### src/sv/pcs_pkg.sv
// ----------------------------------------------------------------------------
// pcs_pkg: shared types and constants for the pulse channel synthesizer
// Holds the command format passed from the front end to the back end, the
// action and parameter codes, and the fixed-point constants.
// ----------------------------------------------------------------------------
package pcs_pkg;

	// Default configuration of the block.
	localparam int CHANNELS_DEF    = 3;
	localparam int GRID_BITS_DEF   = 256;
	localparam int SAMPLE_RATE_DEF = 44100;

	// Input action codes.
	localparam logic [1:0] ACT_RENDER = 2'd0;
	localparam logic [1:0] ACT_PARAM  = 2'd1;
	localparam logic [1:0] ACT_GRID   = 2'd2;

	// Channel parameter selects.
	localparam logic [2:0] PSEL_FREQ   = 3'd0;
	localparam logic [2:0] PSEL_DUTY   = 3'd1;
	localparam logic [2:0] PSEL_VOLUME = 3'd2;
	localparam logic [2:0] PSEL_SOURCE = 3'd3;
	localparam logic [2:0] PSEL_DEPTH  = 3'd4;
	localparam logic [2:0] PSEL_TARGET = 3'd5;

	// Modulation targets.
	localparam logic [7:0] TGT_FREQ   = 8'd0;
	localparam logic [7:0] TGT_DUTY   = 8'd1;
	localparam logic [7:0] TGT_VOLUME = 8'd2;

	// Modulation source codes.
	localparam logic [7:0] MOD_OFF    = 8'hFF;
	localparam logic [7:0] MOD_CH_LO  = 8'hF0;
	localparam logic [7:0] MOD_CH_HI  = 8'hF2;

	// Fixed-point constants.
	localparam logic [15:0] Q8_MAX     = 16'hFF00;
	localparam logic [7:0]  DUTY_RESET = 8'd128;
	localparam int          CF_W       = 25;
	localparam int          STEP_SHIFT = 24;
	localparam int          DIVIDEND_W = CF_W + STEP_SHIFT;
	localparam int          STEP_W     = 32;
	localparam int          OUT_W      = 18;

	// Command kinds after classification.
	typedef enum logic [1:0] {
		CMD_RENDER = 2'd0,
		CMD_PARAM  = 2'd1,
		CMD_GRID   = 2'd2
	} cmd_kind_t;

	// One queued command.
	typedef struct packed {
		cmd_kind_t   kind;
		logic [1:0]  channel;
		logic [2:0]  sel;
		logic [15:0] value;
		logic [7:0]  gidx;
		logic        gval;
	} cmd_t;

	// Back end status seen by the top level.
	typedef struct packed {
		logic idle;
		logic div_wait;
	} stat_t;

endpackage

### src/sv/pcs_div.sv
// ----------------------------------------------------------------------------
// pcs_div: reciprocal multiplier for the phase step
// Forms floor(cf * 2^24 / DIVISOR) by multiplying the scaled frequency with a
// precomputed reciprocal, one of its three 17-bit slices per cycle, and keeps
// the low 32 bits of the quotient.
// ----------------------------------------------------------------------------
module pcs_div
	import pcs_pkg::*;
#(
	parameter int DIVISOR = SAMPLE_RATE_DEF
) (
	input  logic              clk,
	input  logic              arst_n,
	input  logic              start,
	input  logic [CF_W-1:0]   dividend,
	output logic              busy,
	output logic              done,
	output logic [STEP_W-1:0] quot
);

	// The full dividend is dividend * 2^STEP_SHIFT, at most DIVIDEND_W bits.
	// With SH = DIVIDEND_W + ceil(log2(DIVISOR)) and RCP = ceil(2^SH / DIVISOR)
	// the quotient is exactly (dividend * RCP) >> (SH - STEP_SHIFT).
	localparam int RLOG   = $clog2(DIVISOR);
	localparam int SH     = DIVIDEND_W + RLOG;
	localparam int PART_W = 17;
	localparam int RCP_W  = 3 * PART_W;
	localparam int QLO    = SH - STEP_SHIFT;
	localparam int ACC_W  = QLO + STEP_W;
	localparam int PP_W   = CF_W + PART_W;
	localparam logic [SH:0] POW      = (SH+1)'(1) << SH;
	localparam logic [SH:0] RCP_FULL = (POW + (SH+1)'(DIVISOR - 1)) / (SH+1)'(DIVISOR);
	localparam logic [RCP_W-1:0] RCP = RCP_W'(RCP_FULL);
	localparam logic [1:0]  LAST     = 2'd2;

	logic [CF_W-1:0]   cf_q;
	logic [ACC_W-1:0]  acc_q;
	logic [1:0]        cnt_q;
	logic              busy_q;
	logic [PART_W-1:0] part;
	logic [PP_W-1:0]   pprod;
	logic [ACC_W-1:0]  addend;

	// One partial product per cycle, aligned to its reciprocal slice.
	always_comb begin
		case (cnt_q)
			2'd0:    part = RCP[PART_W-1:0];
			2'd1:    part = RCP[2*PART_W-1:PART_W];
			default: part = RCP[RCP_W-1:2*PART_W];
		endcase
		pprod = PP_W'(cf_q) * PP_W'(part);
		case (cnt_q)
			2'd0:    addend = ACC_W'(pprod);
			2'd1:    addend = ACC_W'(pprod) << PART_W;
			default: addend = ACC_W'(pprod) << (2 * PART_W);
		endcase
	end

	// Iteration control.
	always_ff @(posedge clk or negedge arst_n) begin
		if (!arst_n) begin
			busy_q <= 1'b0;
			cnt_q  <= '0;
		end else if (start) begin
			busy_q <= 1'b1;
			cnt_q  <= '0;
		end else if (busy_q) begin
			cnt_q <= cnt_q + 1'b1;
			if (cnt_q == LAST) begin
				busy_q <= 1'b0;
			end
		end
	end

	// Datapath registers.
	always_ff @(posedge clk) begin
		if (start) begin
			cf_q  <= dividend;
			acc_q <= '0;
		end else if (busy_q) begin
			acc_q <= acc_q + addend;
		end
	end

	assign busy = busy_q;
	assign done = busy_q && (cnt_q == LAST);
	assign quot = acc_q[ACC_W-1:QLO];

endmodule

### src/sv/pcs_front.sv
// ----------------------------------------------------------------------------
// pcs_front: input front end
// Accepts input transactions, drops those that have no effect, and queues
// the rest in a two-entry FIFO for the back end.
// ----------------------------------------------------------------------------
module pcs_front
	import pcs_pkg::*;
#(
	parameter int CHANNELS  = CHANNELS_DEF,
	parameter int GRID_BITS = GRID_BITS_DEF
) (
	input  logic        clk,
	input  logic        arst_n,
	input  logic        in_valid,
	output logic        in_ready,
	input  logic [1:0]  action,
	input  logic [1:0]  channel,
	input  logic [2:0]  param_select,
	input  logic [15:0] param_value,
	input  logic [7:0]  grid_index,
	input  logic        grid_value,
	output logic        cmd_valid,
	input  logic        cmd_ready,
	output cmd_t        cmd
);

	cmd_t       fifo_q [2];
	logic       wr_ptr_q;
	logic       rd_ptr_q;
	logic [1:0] cnt_q;
	logic       keep;
	cmd_t       cmd_new;
	logic       push;
	logic       pop;

	// Classify the incoming transaction.
	always_comb begin
		keep            = 1'b0;
		cmd_new.kind    = CMD_RENDER;
		cmd_new.channel = channel;
		cmd_new.sel     = param_select;
		cmd_new.value   = param_value;
		cmd_new.gidx    = grid_index;
		cmd_new.gval    = grid_value;
		unique case (action)
			ACT_RENDER: begin
				keep = 1'b1;
			end
			ACT_PARAM: begin
				cmd_new.kind = CMD_PARAM;
				keep = (32'(channel) < CHANNELS) && (param_select <= PSEL_TARGET);
			end
			ACT_GRID: begin
				cmd_new.kind = CMD_GRID;
				keep = (32'(grid_index) < GRID_BITS);
			end
			default: begin
				keep = 1'b0;
			end
		endcase
	end

	assign in_ready  = (cnt_q != 2'd2);
	assign push      = in_valid && in_ready && keep;
	assign cmd_valid = (cnt_q != 2'd0);
	assign pop       = cmd_valid && cmd_ready;
	assign cmd       = fifo_q[rd_ptr_q];

	// Queue pointers and fill count.
	always_ff @(posedge clk or negedge arst_n) begin
		if (!arst_n) begin
			wr_ptr_q <= 1'b0;
			rd_ptr_q <= 1'b0;
			cnt_q    <= 2'd0;
		end else begin
			if (push) begin
				wr_ptr_q <= !wr_ptr_q;
			end
			if (pop) begin
				rd_ptr_q <= !rd_ptr_q;
			end
			if (push && !pop) begin
				cnt_q <= cnt_q + 2'd1;
			end else if (pop && !push) begin
				cnt_q <= cnt_q - 2'd1;
			end
		end
	end

	// Queue storage.
	always_ff @(posedge clk) begin
		if (push) begin
			fifo_q[wr_ptr_q] <= cmd_new;
		end
	end

endmodule

### src/sv/pcs_back.sv
// ----------------------------------------------------------------------------
// pcs_back: command back end
// Applies parameter and grid writes, and renders one sample by working
// through the channels with a small sequencer and a shared phase-step unit.
// ----------------------------------------------------------------------------
module pcs_back
	import pcs_pkg::*;
#(
	parameter int CHANNELS  = CHANNELS_DEF,
	parameter int GRID_BITS = GRID_BITS_DEF
) (
	input  logic                  clk,
	input  logic                  arst_n,
	input  logic                  cmd_valid,
	output logic                  cmd_ready,
	input  cmd_t                  cmd,
	output logic                  div_start,
	output logic [CF_W-1:0]       div_dividend,
	input  logic                  div_done,
	input  logic [STEP_W-1:0]     div_quot,
	output stat_t                 stat,
	output logic                  out_valid,
	input  logic                  out_ready,
	output logic signed [15:0]    sample
);

	localparam int CH_W = (CHANNELS > 1) ? $clog2(CHANNELS) : 1;
	localparam int GI_W = $clog2(GRID_BITS);
	localparam logic [CH_W-1:0] CH_LAST = CH_W'(CHANNELS - 1);

	typedef enum logic [6:0] {
		ST_IDLE = 7'b0000001,
		ST_RD   = 7'b0000010,
		ST_CUR  = 7'b0000100,
		ST_MUL  = 7'b0001000,
		ST_DIV  = 7'b0010000,
		ST_UPD  = 7'b0100000,
		ST_OUT  = 7'b1000000
	} state_t;

	state_t state_q;
	logic [CH_W-1:0] ch_q;

	// Channel state.
	logic [15:0]              freq_q  [CHANNELS];
	logic [7:0]               duty_q  [CHANNELS];
	logic [7:0]               vol_q   [CHANNELS];
	logic [7:0]               src_q   [CHANNELS];
	logic signed [15:0]       depth_q [CHANNELS];
	logic [7:0]               tgt_q   [CHANNELS];
	logic [31:0]              phase_q [CHANNELS];
	logic signed [OUT_W-1:0]  last_q  [CHANNELS];

	// Per-sample working values.
	logic [CF_W-1:0]          cf_q [CHANNELS];
	logic [15:0]              cd_q [CHANNELS];
	logic [15:0]              cv_q [CHANNELS];
	logic signed [33:0]       prod_q;
	logic [47:0]              phprod_q;
	logic signed [19:0]       mix_q;
	logic                     out_valid_q;
	logic signed [15:0]       sample_q;

	// Modulation grid.
	logic                     grid_mem [GRID_BITS];
	logic [GRID_BITS-1:0]     gvalid_q;
	logic                     grid_rd_q;
	logic                     gv_rd_q;

	logic [7:0]               src;
	logic [1:0]               k;
	logic                     is_chan;
	logic                     k_ok;
	logic [CH_W-1:0]          k_idx;
	logic signed [33:0]       prod_adj;
	logic signed [17:0]       off;
	logic signed [25:0]       off_ext;
	logic signed [25:0]       f_sum;
	logic signed [25:0]       d_sum;
	logic signed [25:0]       v_sum;
	logic [CF_W-1:0]          cf_n;
	logic [15:0]              cd_n;
	logic [15:0]              cv_n;
	logic                     silent;
	logic                     high;
	logic [8:0]               r255;
	logic [16:0]              mag;
	logic signed [OUT_W-1:0]  chan_out;
	logic signed [17:0]       mix_c;
	logic signed [17:0]       mix_r;
	logic signed [16:0]       half;
	logic                     out_free;

	// Modulation offset and clamped current values for channel ch_q.
	always_comb begin
		src      = src_q[ch_q];
		k        = src[1:0];
		is_chan  = (src >= MOD_CH_LO) && (src <= MOD_CH_HI);
		k_ok     = (32'(k) < CHANNELS);
		k_idx    = k_ok ? k[CH_W-1:0] : '0;
		// Truncate the product toward zero before dropping 16 bits.
		prod_adj = prod_q + (prod_q[33] ? 34'sd65535 : 34'sd0);
		if (src == MOD_OFF) begin
			off = '0;
		end else if (is_chan) begin
			off = k_ok ? prod_adj[33:16] : 18'sd0;
		end else if ((32'(src) < GRID_BITS) && gv_rd_q && grid_rd_q) begin
			off = {{2{depth_q[ch_q][15]}}, depth_q[ch_q]};
		end else begin
			off = '0;
		end
		off_ext = {{8{off[17]}}, off};
		f_sum = $signed({2'b00, freq_q[ch_q], 8'h00});
		d_sum = $signed({10'b0, duty_q[ch_q], 8'h00});
		v_sum = $signed({10'b0, vol_q[ch_q], 8'h00});
		if (src != MOD_OFF) begin
			case (tgt_q[ch_q])
				TGT_FREQ:   f_sum = f_sum + off_ext;
				TGT_DUTY:   d_sum = d_sum + off_ext;
				TGT_VOLUME: v_sum = v_sum + off_ext;
				default:    ;
			endcase
		end
		cf_n = f_sum[25] ? '0 : f_sum[CF_W-1:0];
		if (d_sum[25]) begin
			cd_n = '0;
		end else if (d_sum > $signed({10'b0, Q8_MAX})) begin
			cd_n = Q8_MAX;
		end else begin
			cd_n = d_sum[15:0];
		end
		if (v_sum[25]) begin
			cv_n = '0;
		end else if (v_sum > $signed({10'b0, Q8_MAX})) begin
			cv_n = Q8_MAX;
		end else begin
			cv_n = v_sum[15:0];
		end
	end

	// Channel output: sign from the duty compare, size vol * 256 / 255.
	always_comb begin
		silent = (cf_q[ch_q] == '0) || (cv_q[ch_q] == '0);
		high   = (phprod_q < {cd_q[ch_q], 32'h0});
		r255   = 9'(cv_q[ch_q][15:8]) + 9'(cv_q[ch_q][7:0]);
		mag    = {1'b0, cv_q[ch_q]} + 17'(cv_q[ch_q][15:8])
		       + 17'(r255 >= 9'd255) + 17'(r255 >= 9'd510);
		chan_out = high ? $signed({1'b0, mag}) : -$signed({1'b0, mag});
	end

	// Final mix: clamp to one, halve toward zero, clamp to Q1.15.
	always_comb begin
		if (mix_q > 20'sd65536) begin
			mix_c = 18'sd65536;
		end else if (mix_q < -20'sd65536) begin
			mix_c = -18'sd65536;
		end else begin
			mix_c = mix_q[17:0];
		end
		mix_r = mix_c + $signed({17'b0, mix_c[17]});
		half  = mix_r[17:1];
	end

	assign out_free     = !out_valid_q || out_ready;
	assign cmd_ready    = (state_q == ST_IDLE);
	assign div_start    = (state_q == ST_MUL) && !silent;
	assign div_dividend = cf_q[ch_q];

	// Sequencer and architectural state.
	always_ff @(posedge clk or negedge arst_n) begin
		if (!arst_n) begin
			state_q     <= ST_IDLE;
			ch_q        <= '0;
			gvalid_q    <= '0;
			for (int c = 0; c < CHANNELS; c++) begin
				freq_q[c]  <= '0;
				duty_q[c]  <= DUTY_RESET;
				vol_q[c]   <= '0;
				src_q[c]   <= MOD_OFF;
				depth_q[c] <= '0;
				tgt_q[c]   <= '0;
				phase_q[c] <= '0;
				last_q[c]  <= '0;
			end
		end else begin
			unique case (state_q)
				ST_IDLE: begin
					ch_q <= '0;
					if (cmd_valid) begin
						unique case (cmd.kind)
							CMD_RENDER: state_q <= ST_RD;
							CMD_GRID: gvalid_q[cmd.gidx[GI_W-1:0]] <= 1'b1;
							CMD_PARAM: begin
								case (cmd.sel)
									PSEL_FREQ:   freq_q[cmd.channel[CH_W-1:0]] <= cmd.value;
									PSEL_DUTY:   duty_q[cmd.channel[CH_W-1:0]] <= cmd.value[7:0];
									PSEL_VOLUME: vol_q[cmd.channel[CH_W-1:0]] <= cmd.value[7:0];
									PSEL_SOURCE: src_q[cmd.channel[CH_W-1:0]] <= cmd.value[7:0];
									PSEL_DEPTH:  depth_q[cmd.channel[CH_W-1:0]] <= $signed(cmd.value);
									PSEL_TARGET: tgt_q[cmd.channel[CH_W-1:0]] <= cmd.value[7:0];
									default:     ;
								endcase
							end
							default: ;
						endcase
					end
				end
				ST_RD: begin
					state_q <= ST_CUR;
				end
				ST_CUR: begin
					if (ch_q == CH_LAST) begin
						ch_q    <= '0;
						state_q <= ST_MUL;
					end else begin
						ch_q    <= ch_q + 1'b1;
						state_q <= ST_RD;
					end
				end
				ST_MUL: begin
					state_q <= silent ? ST_UPD : ST_DIV;
				end
				ST_DIV: begin
					if (div_done) begin
						state_q <= ST_UPD;
					end
				end
				ST_UPD: begin
					if (silent) begin
						last_q[ch_q] <= '0;
					end else begin
						phase_q[ch_q] <= phase_q[ch_q] + div_quot;
						last_q[ch_q]  <= chan_out;
					end
					if (ch_q == CH_LAST) begin
						state_q <= ST_OUT;
					end else begin
						ch_q    <= ch_q + 1'b1;
						state_q <= ST_MUL;
					end
				end
				ST_OUT: begin
					if (out_free) begin
						state_q <= ST_IDLE;
					end
				end
				default: state_q <= ST_IDLE;
			endcase
		end
	end

	// Result valid: raised when a render completes, dropped once taken.
	always_ff @(posedge clk or negedge arst_n) begin
		if (!arst_n) begin
			out_valid_q <= 1'b0;
		end else if ((state_q == ST_OUT) && out_free) begin
			out_valid_q <= 1'b1;
		end else if (out_ready) begin
			out_valid_q <= 1'b0;
		end
	end

	// Working registers without reset.
	always_ff @(posedge clk) begin
		if (state_q == ST_IDLE) begin
			mix_q <= '0;
		end
		if (state_q == ST_RD) begin
			prod_q <= last_q[k_idx] * depth_q[ch_q];
		end
		if (state_q == ST_CUR) begin
			cf_q[ch_q] <= cf_n;
			cd_q[ch_q] <= cd_n;
			cv_q[ch_q] <= cv_n;
		end
		if (state_q == ST_MUL) begin
			phprod_q <= 48'(phase_q[ch_q]) * 48'(Q8_MAX);
		end
		if ((state_q == ST_UPD) && !silent) begin
			mix_q <= mix_q + 20'(chan_out);
		end
		if ((state_q == ST_OUT) && out_free) begin
			sample_q <= (half > 17'sd32767) ? 16'sh7FFF : half[15:0];
		end
	end

	// Grid memory: written by grid commands, read once per channel.
	always_ff @(posedge clk) begin
		if ((state_q == ST_IDLE) && cmd_valid && (cmd.kind == CMD_GRID)) begin
			grid_mem[cmd.gidx[GI_W-1:0]] <= cmd.gval;
		end
		if (state_q == ST_RD) begin
			grid_rd_q <= grid_mem[src[GI_W-1:0]];
			gv_rd_q   <= gvalid_q[src[GI_W-1:0]];
		end
	end

	assign stat.idle     = (state_q == ST_IDLE);
	assign stat.div_wait = (state_q == ST_DIV);
	assign out_valid     = out_valid_q;
	assign sample        = sample_q;

endmodule

### src/sv/pulse_channel_synthesizer.sv
// ----------------------------------------------------------------------------
// pulse_channel_synthesizer: three-channel pulse-wave sound generator
// Top level: input front end with command queue, back end, phase-step unit.
// ----------------------------------------------------------------------------
// Parameter and grid writes are applied in the back end's idle state. A render
// walks the channels twice: first, per channel, a read state that fetches the
// modulation source and a state that forms the clamped frequency, duty and
// volume; then, per audible channel, a state that starts the phase step, a wait
// while the reciprocal multiplier forms it and an update state (a silent channel
// skips the wait), and finally an output state, which holds while the last
// sample has not been taken. Two commands can wait in the queue meanwhile.
module pulse_channel_synthesizer
	import pcs_pkg::*;
#(
	parameter int CHANNELS    = CHANNELS_DEF,
	parameter int GRID_BITS   = GRID_BITS_DEF,
	parameter int SAMPLE_RATE = SAMPLE_RATE_DEF
) (
	input  logic               clk,
	input  logic               arst_n,
	input  logic               in_valid,
	output logic               in_ready,
	input  logic [1:0]         action,
	input  logic [1:0]         channel,
	input  logic [2:0]         param_select,
	input  logic [15:0]        param_value,
	input  logic [7:0]         grid_index,
	input  logic               grid_value,
	output logic               out_valid,
	input  logic               out_ready,
	output logic signed [15:0] sample
);

	logic                  cmd_valid;
	logic                  cmd_ready;
	cmd_t                  cmd;
	logic                  div_start;
	logic [CF_W-1:0]       div_dividend;
	logic                  div_busy;
	logic                  div_done;
	logic [STEP_W-1:0]     div_quot;
	stat_t                 stat;

	// Front end: classify and queue transactions.
	pcs_front #(
		.CHANNELS  (CHANNELS),
		.GRID_BITS (GRID_BITS)
	) u_front (
		.clk          (clk),
		.arst_n       (arst_n),
		.in_valid     (in_valid),
		.in_ready     (in_ready),
		.action       (action),
		.channel      (channel),
		.param_select (param_select),
		.param_value  (param_value),
		.grid_index   (grid_index),
		.grid_value   (grid_value),
		.cmd_valid    (cmd_valid),
		.cmd_ready    (cmd_ready),
		.cmd          (cmd)
	);

	// Phase-step unit.
	pcs_div #(
		.DIVISOR (SAMPLE_RATE)
	) u_div (
		.clk      (clk),
		.arst_n   (arst_n),
		.start    (div_start),
		.dividend (div_dividend),
		.busy     (div_busy),
		.done     (div_done),
		.quot     (div_quot)
	);

	// Back end: channel state and sample rendering.
	pcs_back #(
		.CHANNELS  (CHANNELS),
		.GRID_BITS (GRID_BITS)
	) u_back (
		.clk          (clk),
		.arst_n       (arst_n),
		.cmd_valid    (cmd_valid),
		.cmd_ready    (cmd_ready),
		.cmd          (cmd),
		.div_start    (div_start),
		.div_dividend (div_dividend),
		.div_done     (div_done),
		.div_quot     (div_quot),
		.stat         (stat),
		.out_valid    (out_valid),
		.out_ready    (out_ready),
		.sample       (sample)
	);

	// The phase-step unit only runs while the back end waits for it.
	a_div_owned: assert property (@(posedge clk) disable iff (!arst_n)
		div_busy |-> stat.div_wait)
		else $error("phase-step unit busy outside the wait state");

	// A phase step is never started while one is still running.
	a_div_single: assert property (@(posedge clk) disable iff (!arst_n)
		div_start |-> !div_busy)
		else $error("phase-step unit restarted while busy");

	// A new result only appears at the end of a render.
	a_out_from_render: assert property (@(posedge clk) disable iff (!arst_n)
		$rose(out_valid) |-> $past(!stat.idle))
		else $error("result raised without a render");

endmodule
### config.mk
export PLATFORM = sky130hd
export DESIGN_NAME = pulse_channel_synthesizer
export DESIGN_NICKNAME = d
export VERILOG_FILES = /design/src/sv/pcs_pkg.sv /design/src/sv/pcs_div.sv /design/src/sv/pcs_front.sv /design/src/sv/pcs_back.sv /design/src/sv/pulse_channel_synthesizer.sv
export SDC_FILE = /design/constraint.sdc
export NUM_CORES = 2
export LEC_CHECK = 0
export ABC_CLOCK_PERIOD_IN_PS = 9200
export BUFFER_PORTS_ARGS = -buffer_cell sky130_fd_sc_hd__buf_2
export CAP_MARGIN = 5
export CORE_AREA = 2 2 514 516
export DETAILED_ROUTE_END_ITERATION = 10
export DIE_AREA = 0 0 516 518
export PLACE_DENSITY = 0.51
export SLEW_MARGIN = 15
export SYNTH_ARGS = -nofsm -noshare
export SYNTH_HDL_FRONTEND = slang
export SYNTH_SLANG_ARGS = --single-unit
### constraint.sdc
create_clock -name clk -period 9.2 [get_ports clk]
set_clock_uncertainty 0.1 [all_clocks]
set_input_delay 2.3 -clock clk [delete_from_list [all_inputs] [get_ports clk]]
set_output_delay 2.3 -clock clk [all_outputs]
set_load 0.01 [all_outputs]
; ---- After elaboration in Yosys (flattened, before gate mapping)
; Memory sizes are Yosys's and may differ from the RTL's. A register that Yosys moved wholly into a read port is not among the register bits.
; Index checks and enable logic that the tools add are counted.
[classes]
eq_ne = 29
order_cmp = 21
multipliers = 3
muxes = 97
reduce_logical = 48
n_bitwise = 7
add_sub_neg = 17
[op_table]
columns = cell, count
row1 = $or 256x256->256, 1
row2 = $mux 18, 10
row3 = $mux 16, 10
row4 = $mux 26, 6
row5 = $pmux 73 s2, 1
row6 = $bwmux 24, 4
row7 = $bwmux 48, 2
row8 = $bwmux 96, 1
row9 = $mux 32, 3
row10 = $add 73x73->73, 1
row11 = $mux 8, 9
row12 = $bmux 16 s2, 2
row13 = $bmux 32 s2, 1
row14 = $bmux 8 s2, 4
row15 = $demux 32 s2, 1
row16 = $and 54x54->54, 1
row17 = $bwmux 54, 1
row18 = $mux 54, 1
row19 = $not 54->54, 1
row20 = $gt 26x17->1 const B, 2
row21 = $pmux 7 s7, 1
row22 = $lt 48x48->1, 1
row23 = $mul 25x17->42, 1
row24 = $mul 32x8->40 const B, 1
row25 = 77 further kinds, 156
[word_totals]
output_inout_bits = 18
in_bits = 36
ff_bits = 824
mem_bits_rw = 491
elab_cells = 267
n_memories = 5
[mem_list]
columns = memory, words, width, read_ports, rd_clocked_by_memory_dff, wr, line
row1 = u_back.grid_mem, 256, 1, 1, 1, 1, pcs_back.sv:65  ; logic grid_mem [GRID_BITS];
row2 = u_back.cf_q, 3, 25, 1, 0, 1, pcs_back.sv:55  ; logic [CF_W-1:0] cf_q [CHANNELS];
row3 = u_front.fifo_q, 2, 32, 1, 0, 1, pcs_front.sv:27  ; cmd_t fifo_q [2];
row4 = u_back.cd_q, 3, 16, 1, 0, 1, pcs_back.sv:56  ; logic [15:0] cd_q [CHANNELS];
row5 = u_back.cv_q, 3, 16, 1, 0, 1, pcs_back.sv:57  ; logic [15:0] cv_q [CHANNELS];

; ---- Longest topological paths before layout
[depth]
word_depth = 14
mapped_depth = 42
mapped_depth_nobuf = 40

; ---- Hierarchy
; Synthesis repeated with hierarchy kept, for this count alone.
[hier_totals]
cells_unflattened = 8966
hier_area_um2 = 92570.0
[modules_own_cells]
columns = mod, cells_per_inst, area_per_inst_um2, instances, seq_area_each_um2
row1 = pcs_back, 6550, 69860.8, 1, 30714.5
row2 = pcs_div, 2292, 19991.7, 1, 2287.2
row3 = pcs_front, 124, 2717.6, 1, 2021.9

; ---- Worst setup path after synthesis
; Ideal clock, no wire load.
[synth_timing]
path_type = flip-flop to flip-flop
startpoint = register u_div.cnt_q[1]
endpoint = register u_div.acc_q[72]
t_arrival_ns = 9.643
n_path_buf = 4
slack_ns = -0.614
stages_incl_launch_ff = 40
required_time_ns = 9.028
period_less_slack_ns = 9.814
setup_time_ns = 0.072
cell_sequence = dfrtp_1 -> inv_1 -> ha_1 -> clkbuf_1 -> clkbuf_1 -> clkbuf_1 -> nor2_1 -> ha_1 -> fa_1 -> fa_1 -> fa_1 -> fa_1 -> inv_1 -> fa_1 -> inv_1 -> ha_1 -> a21o_1 -> a21o_1 -> (+4 left out) -> o21ai_0 -> a221oi_1 -> o221ai_1 -> xnor2_1 -> a221o_1 -> ha_1 -> clkbuf_1 -> a211oi_1 -> o21ai_0 -> and3_1 -> a311o_1 -> a21oi_1 -> o41a_1 -> o31a_1 -> o2111ai_1 -> and3_1 -> nor3_1 -> mux2i_1
[synth_between]
elab_chain_len = 5
word_cells_on_any_way = 6
cone_classes = add/sub (1) / mul (1) / eq/ne (1) / mux (2) / reduce/logical (1)
[synth_rtl]
columns = element, line
row1 = start: declaration, pcs_div.sv:38  ; logic [1:0] cnt_q;
row2 = start signal: assignment, pcs_div.sv:68  ; cnt_q <= cnt_q + 1'b1;
row3 = $eq 2x1->1 / $logic_not 2->1 (equally long branches), "pcs_div.sv:46, pcs_div.sv:52"
row4 = $pmux 17 s2, pcs_div.sv:46  ; case (cnt_q)
row5 = $mul 25x17->42, pcs_div.sv:51  ; pprod = PP_W'(cf_q) * PP_W'(part);
row6 = $pmux 73 s2 (*), pcs_div.sv:52  ; case (cnt_q)
row7 = $add 73x73->73 (*), pcs_div.sv:81  ; acc_q <= acc_q + addend;
row8 = end signal: assignment, pcs_div.sv:81
row9 = end: declaration, pcs_div.sv:37  ; logic [ACC_W-1:0] acc_q;
; Mark *: on every way between the ends. The rest lies on a longest branch, timed or not.
; A chain may end at the register's enable or synchronous reset.

; ---- Worst setup path after layout
[layout_timing]
startpoint = register u_div.cnt_q[0]
endpoint = register u_div.acc_q[70]
; Same word-level chain as after synthesis.

==> impl_metrics.json <==
{
  "start_util": 0.349,
  "synth_top_cell_area_share": 0.198,
  "fill_cells": 25500,
  "setup.worst_path.start_class": "flip-flop",
  "antenna_left": 0,
  "routed_wl_per_cell_microns": 20.2,
  "die_w_microns": 516,
  "layout_cell_share_with_drive_strength_beyond_1": 0.176,
  "postSynthRegisterBits": 1292,
  "finish.net_count": 10900,
  "die_height_microns": 518,
  "place_area_sq_um": 99400,
  "fin_tns_setup_ns": 0,
  "synth_net_count": 10400,
  "outcome": "completed",
  "die_area_sq_um": 267000,
  "min_path_cells": 1,
  "leakage_nw": 48.0,
  "wirelength_microns": 269000,
  "mostFrequentLayoutCell": "sky130_fd_sc_hd__nand2_1",
  "worst-setup-path-type": "flip-flop to flip-flop",
  "first_global_vias": 69800,
  "drt_drc_violations_left": 0,
  "clock_tree.buffer_depth": 3,
  "grt-ovfl-total": 0,
  "final-setup-viol-count": 0,
  "hp-class": "flip-flop to flip-flop",
  "end_kind": "flip-flop",
  "hold_path.startpoint": "u_back.gvalid_q[255]",
  "routability_driven_placement_congestion_ratio": 0.880,
  "detail_route.first_pass.iterations": 5,
  "yosysWarningCount": 0,
  "netlist_area_sq_um": 91400,
  "final_period_minus_worst_setup_slack_ns": 9.15,
  "rr_worst_depth": 41,
  "timing.critical_path.slowest_stage_cell": "sky130_fd_sc_hd__fa_1",
  "grt.total_usage": 0.200,
  "synth_edf_count": 604,
  "first_pass_grt_wire_length_microns": 418000,
  "worst-r2r-setup-slack_ns": 0.05,
  "postSynthCellCount": 9140,
  "clkSlewWorstSetupHoldPaths_ns": 0.06,
  "hpwlAfterDp_microns": 194000,
  "slew-limit-headroom": 0.158,
  "maxSlewViolCount": 0,
  "synth_top_area_cell": "sky130_fd_sc_hd__edfxtp_1",
  "power_density_nw_per_um2": 310,
  "placementRows": 188,
  "postSynthAreaPerCell_sq_um": 10.0,
  "asyncSetResetFlopFracSynth": 0.476,
  "clk_latency_ns": 0.84,
  "critical_path.reg2reg.startpoint": "u_div.cnt_q[0]",
  "cts_num_sinks": 1292,
  "tritoncts_clock_tree": "yes",
  "floorplan.core_area_sq_um": 262000,
  "critPathMaxFanout": 5,
  "setup_ws_ns": 0.0498,
  "antenna_found_initial": 8,
  "design_area_sq_um": 107000,
  "cts-htree-levels": 4,
  "timing_worst_slew_pin_value_ns": 1.25,
  "synth_area_leaders": "sky130_fd_sc_hd__edfxtp_1, sky130_fd_sc_hd__dfrtp_1, sky130_fd_sc_hd__fa_1",
  "cpMostUsedCell": "sky130_fd_sc_hd__fa_1",
  "cp_data_required_time_ns": 9.78,
  "final_period_util": 0.995,
  "synth_top_flop_cell": "sky130_fd_sc_hd__edfxtp_1",
  "number_of_clock_buffers_inserted_by_tritoncts": 156,
  "placement.setup.worst_slack_ns": -0.755,
  "via_count": 67300,
  "maxClockFrequency_mhz": 109,
  "grt_max_degree": 152,
  "layoutNonFillerInstCount": 13300,
  "place.detailed.instances": 12900,
  "share_of_synthesized_area_occupied_by_flip_flops_and_latches": 0.383,
  "post_synth_num_cell_types": 113,
  "ios": 54,
  "drt-initial-drc-count": 4876,
  "area_growth_syn_to_layout_pct": 17.0,
  "grt_setup_unrepaired": "yes",
  "post_drt_via_cell_ratio": 5.07,
  "min_delay_worst_endpoint": "u_back.gvalid_q[255]",
  "critical_path.reg2reg.endpoint": "u_div.acc_q[70]",
  "hold_violation_count_in_the_final_report": 0,
  "io_buffer_count": 53,
  "ir_drop_worst_vdd_uv": 419,
  "root_buffer": "sky130_fd_sc_hd__clkbuf_16",
  "worst-endpoint-arrival_ns": 9.73,
  "max_cap_violations": 0,
  "critical-path-max-stage-delay_ns": 0.56,
  "commonest_non_fill_non_tap_cells_in_the_layout": "sky130_fd_sc_hd__nand2_1, sky130_fd_sc_hd__inv_1, sky130_fd_sc_hd__nor2_1"
}
how the worst max path moves through the flow:
stage                 endpoint  cells after the start            from  slack [ns]
6_report       u_div.acc_q[70]                     41  u_div.cnt_q[0]        0.05
3_3_place_gp   u_div.acc_q[71]                     38  u_div.cnt_q[1]       -0.66
5_1_grt        u_div.acc_q[70]                     42  u_div.cnt_q[0]       -0.35
4_1_cts        u_div.acc_q[72]                     38  u_div.cnt_q[0]      0.0003
3_5_place_dp   u_div.acc_q[69]                     39  u_div.cnt_q[0]       -0.75
2_1_floorplan  u_div.acc_q[72]                     39  u_div.cnt_q[1]       0.003
synth_stat cells, types with 63 or more instances:
cell                       instances
sky130_fd_sc_hd__nor2b_1          74
sky130_fd_sc_hd__nand2b_1         65
sky130_fd_sc_hd__and2_1          100
sky130_fd_sc_hd__o21a_1           63
sky130_fd_sc_hd__edfxtp_1        604
sky130_fd_sc_hd__a21oi_1         480
sky130_fd_sc_hd__nor2_1          873
sky130_fd_sc_hd__ha_1            549
sky130_fd_sc_hd__dfrtp_1         587
sky130_fd_sc_hd__dfxtp_1          73
sky130_fd_sc_hd__nor3_1           86
sky130_fd_sc_hd__fa_1            700
sky130_fd_sc_hd__a311oi_1         78
sky130_fd_sc_hd__nand2_1        1072
sky130_fd_sc_hd__or2_2           270
sky130_fd_sc_hd__clkbuf_1        275
sky130_fd_sc_hd__xnor2_1         203
sky130_fd_sc_hd__mux2i_1         256
sky130_fd_sc_hd__inv_1           945
sky130_fd_sc_hd__o21ai_0         322
sky130_fd_sc_hd__mux2_2          126
sky130_fd_sc_hd__and3_1           82
sky130_fd_sc_hd__nand3_1         323
sky130_fd_sc_hd__xor2_1          104
sky130_fd_sc_hd__a21o_1          106
power by group:
part	internal [mW]	switching, mW	total, mW
registers	7.07	0.388	7.46
logic	8.14	11.0	19.1
clock network	3.83	2.73	6.56
total	19.0	14.1	33.1
sequential cells by signal, summed over array words and instances, names as in the netlist, 48 cells and up:
signal	flops
u_back.cd_q	48
u_back.gvalid_q	256
u_back.last_q	54
u_back.depth_q	48
u_back.cf_q	75
u_div.acc_q	73
u_back.cv_q	48
u_back.phase_q	96
u_front.fifo_q	64
u_back.grid_mem	256
u_back.freq_q	48
kinds of logic (layout without fill, tap and decap cells):
| family | Yosys count | after routing | share of synthesized area |
|---|---|---|---|
| xor gates and xnor gates | 307 | 307 | 0.0294 |
| DFF | 1292 | 1292 | 0.383 |
| and+or+nand+nor | 3110 | 3110 | 0.156 |
| other | 0 | 3 | 0 |
| adders and majority gates | 1249 | 1249 | 0.228 |
| AOI/OAI and AO/OA | 1467 | 1467 | 0.103 |
| buffers and inverters | 1331 | 1941 | 0.0559 |
| muxes | 384 | 384 | 0.0439 |
area by class of cell:
cell class / count / area (sq um) / share of cell area
Sequential cell: 1292 / 35000 / 0.328
Antenna cell: 3 / 7.51 / 0.0000702
Clock inverter: 80 / 1210 / 0.0113
Clock buffer: 212 / 4340 / 0.0406
Timing Repair Buffer: 699 / 5390 / 0.0504
Inverter: 950 / 3570 / 0.0334
Multi-Input combinational cell: 6517 / 53000 / 0.495
Tap cell: 3515 / 4400 / 0.0411
timing repair:
action / 4_1_cts / 5_1_grt
gates resized for setup: 148 / 203
hold buffers: 0 / 0
gates cloned: 1 / 1
pin swaps: 104 / 162
buffers inserted: 22 / 28
setup endpoints to repair: 40 / 46
critical path, delay by kind of cell (launching register included):
| family | cells | cell delay (ns) |
|---|---|---|
| adders and majority gates | 9 | 3.84 |
| AOI/OAI and AO/OA | 11 | 1.90 |
| and+or+nand+nor | 10 | 1.60 |
| buffers and inverters | 9 | 0.88 |
| DFF | 1 | 0.42 |
| xor gates and xnor gates | 1 | 0.15 |
| muxes | 1 | 0.09 |
stage by stage:
stage	power, mW	util	hold WS (ns)
final	33.1	0.409	0.365
after global routing	35.3	0.409	0.373
after CTS	32.5	0.405	0.366
after detailed placement	25.2	0.380	0.351
after global placement	25.1	0.380	0.348
after floorplan	17.7	-	0.339
routing by layer:
| layer | up-vias | part of all wire | routed length [microns] | track usage |
|---|---|---|---|---|
| met5 | - | 0 | 0 | 0 |
| met4 | 0 | 0.026 | 7100 | 0.0521 |
| met3 | 344 | 0.034 | 9210 | 0.0213 |
| met2 | 1221 | 0.50 | 134000 | 0.347 |
| met1 | 33900 | 0.44 | 119000 | 0.266 |
| li1 | 31800 | - | - | - |
Power figures use the tool's default switching activity.
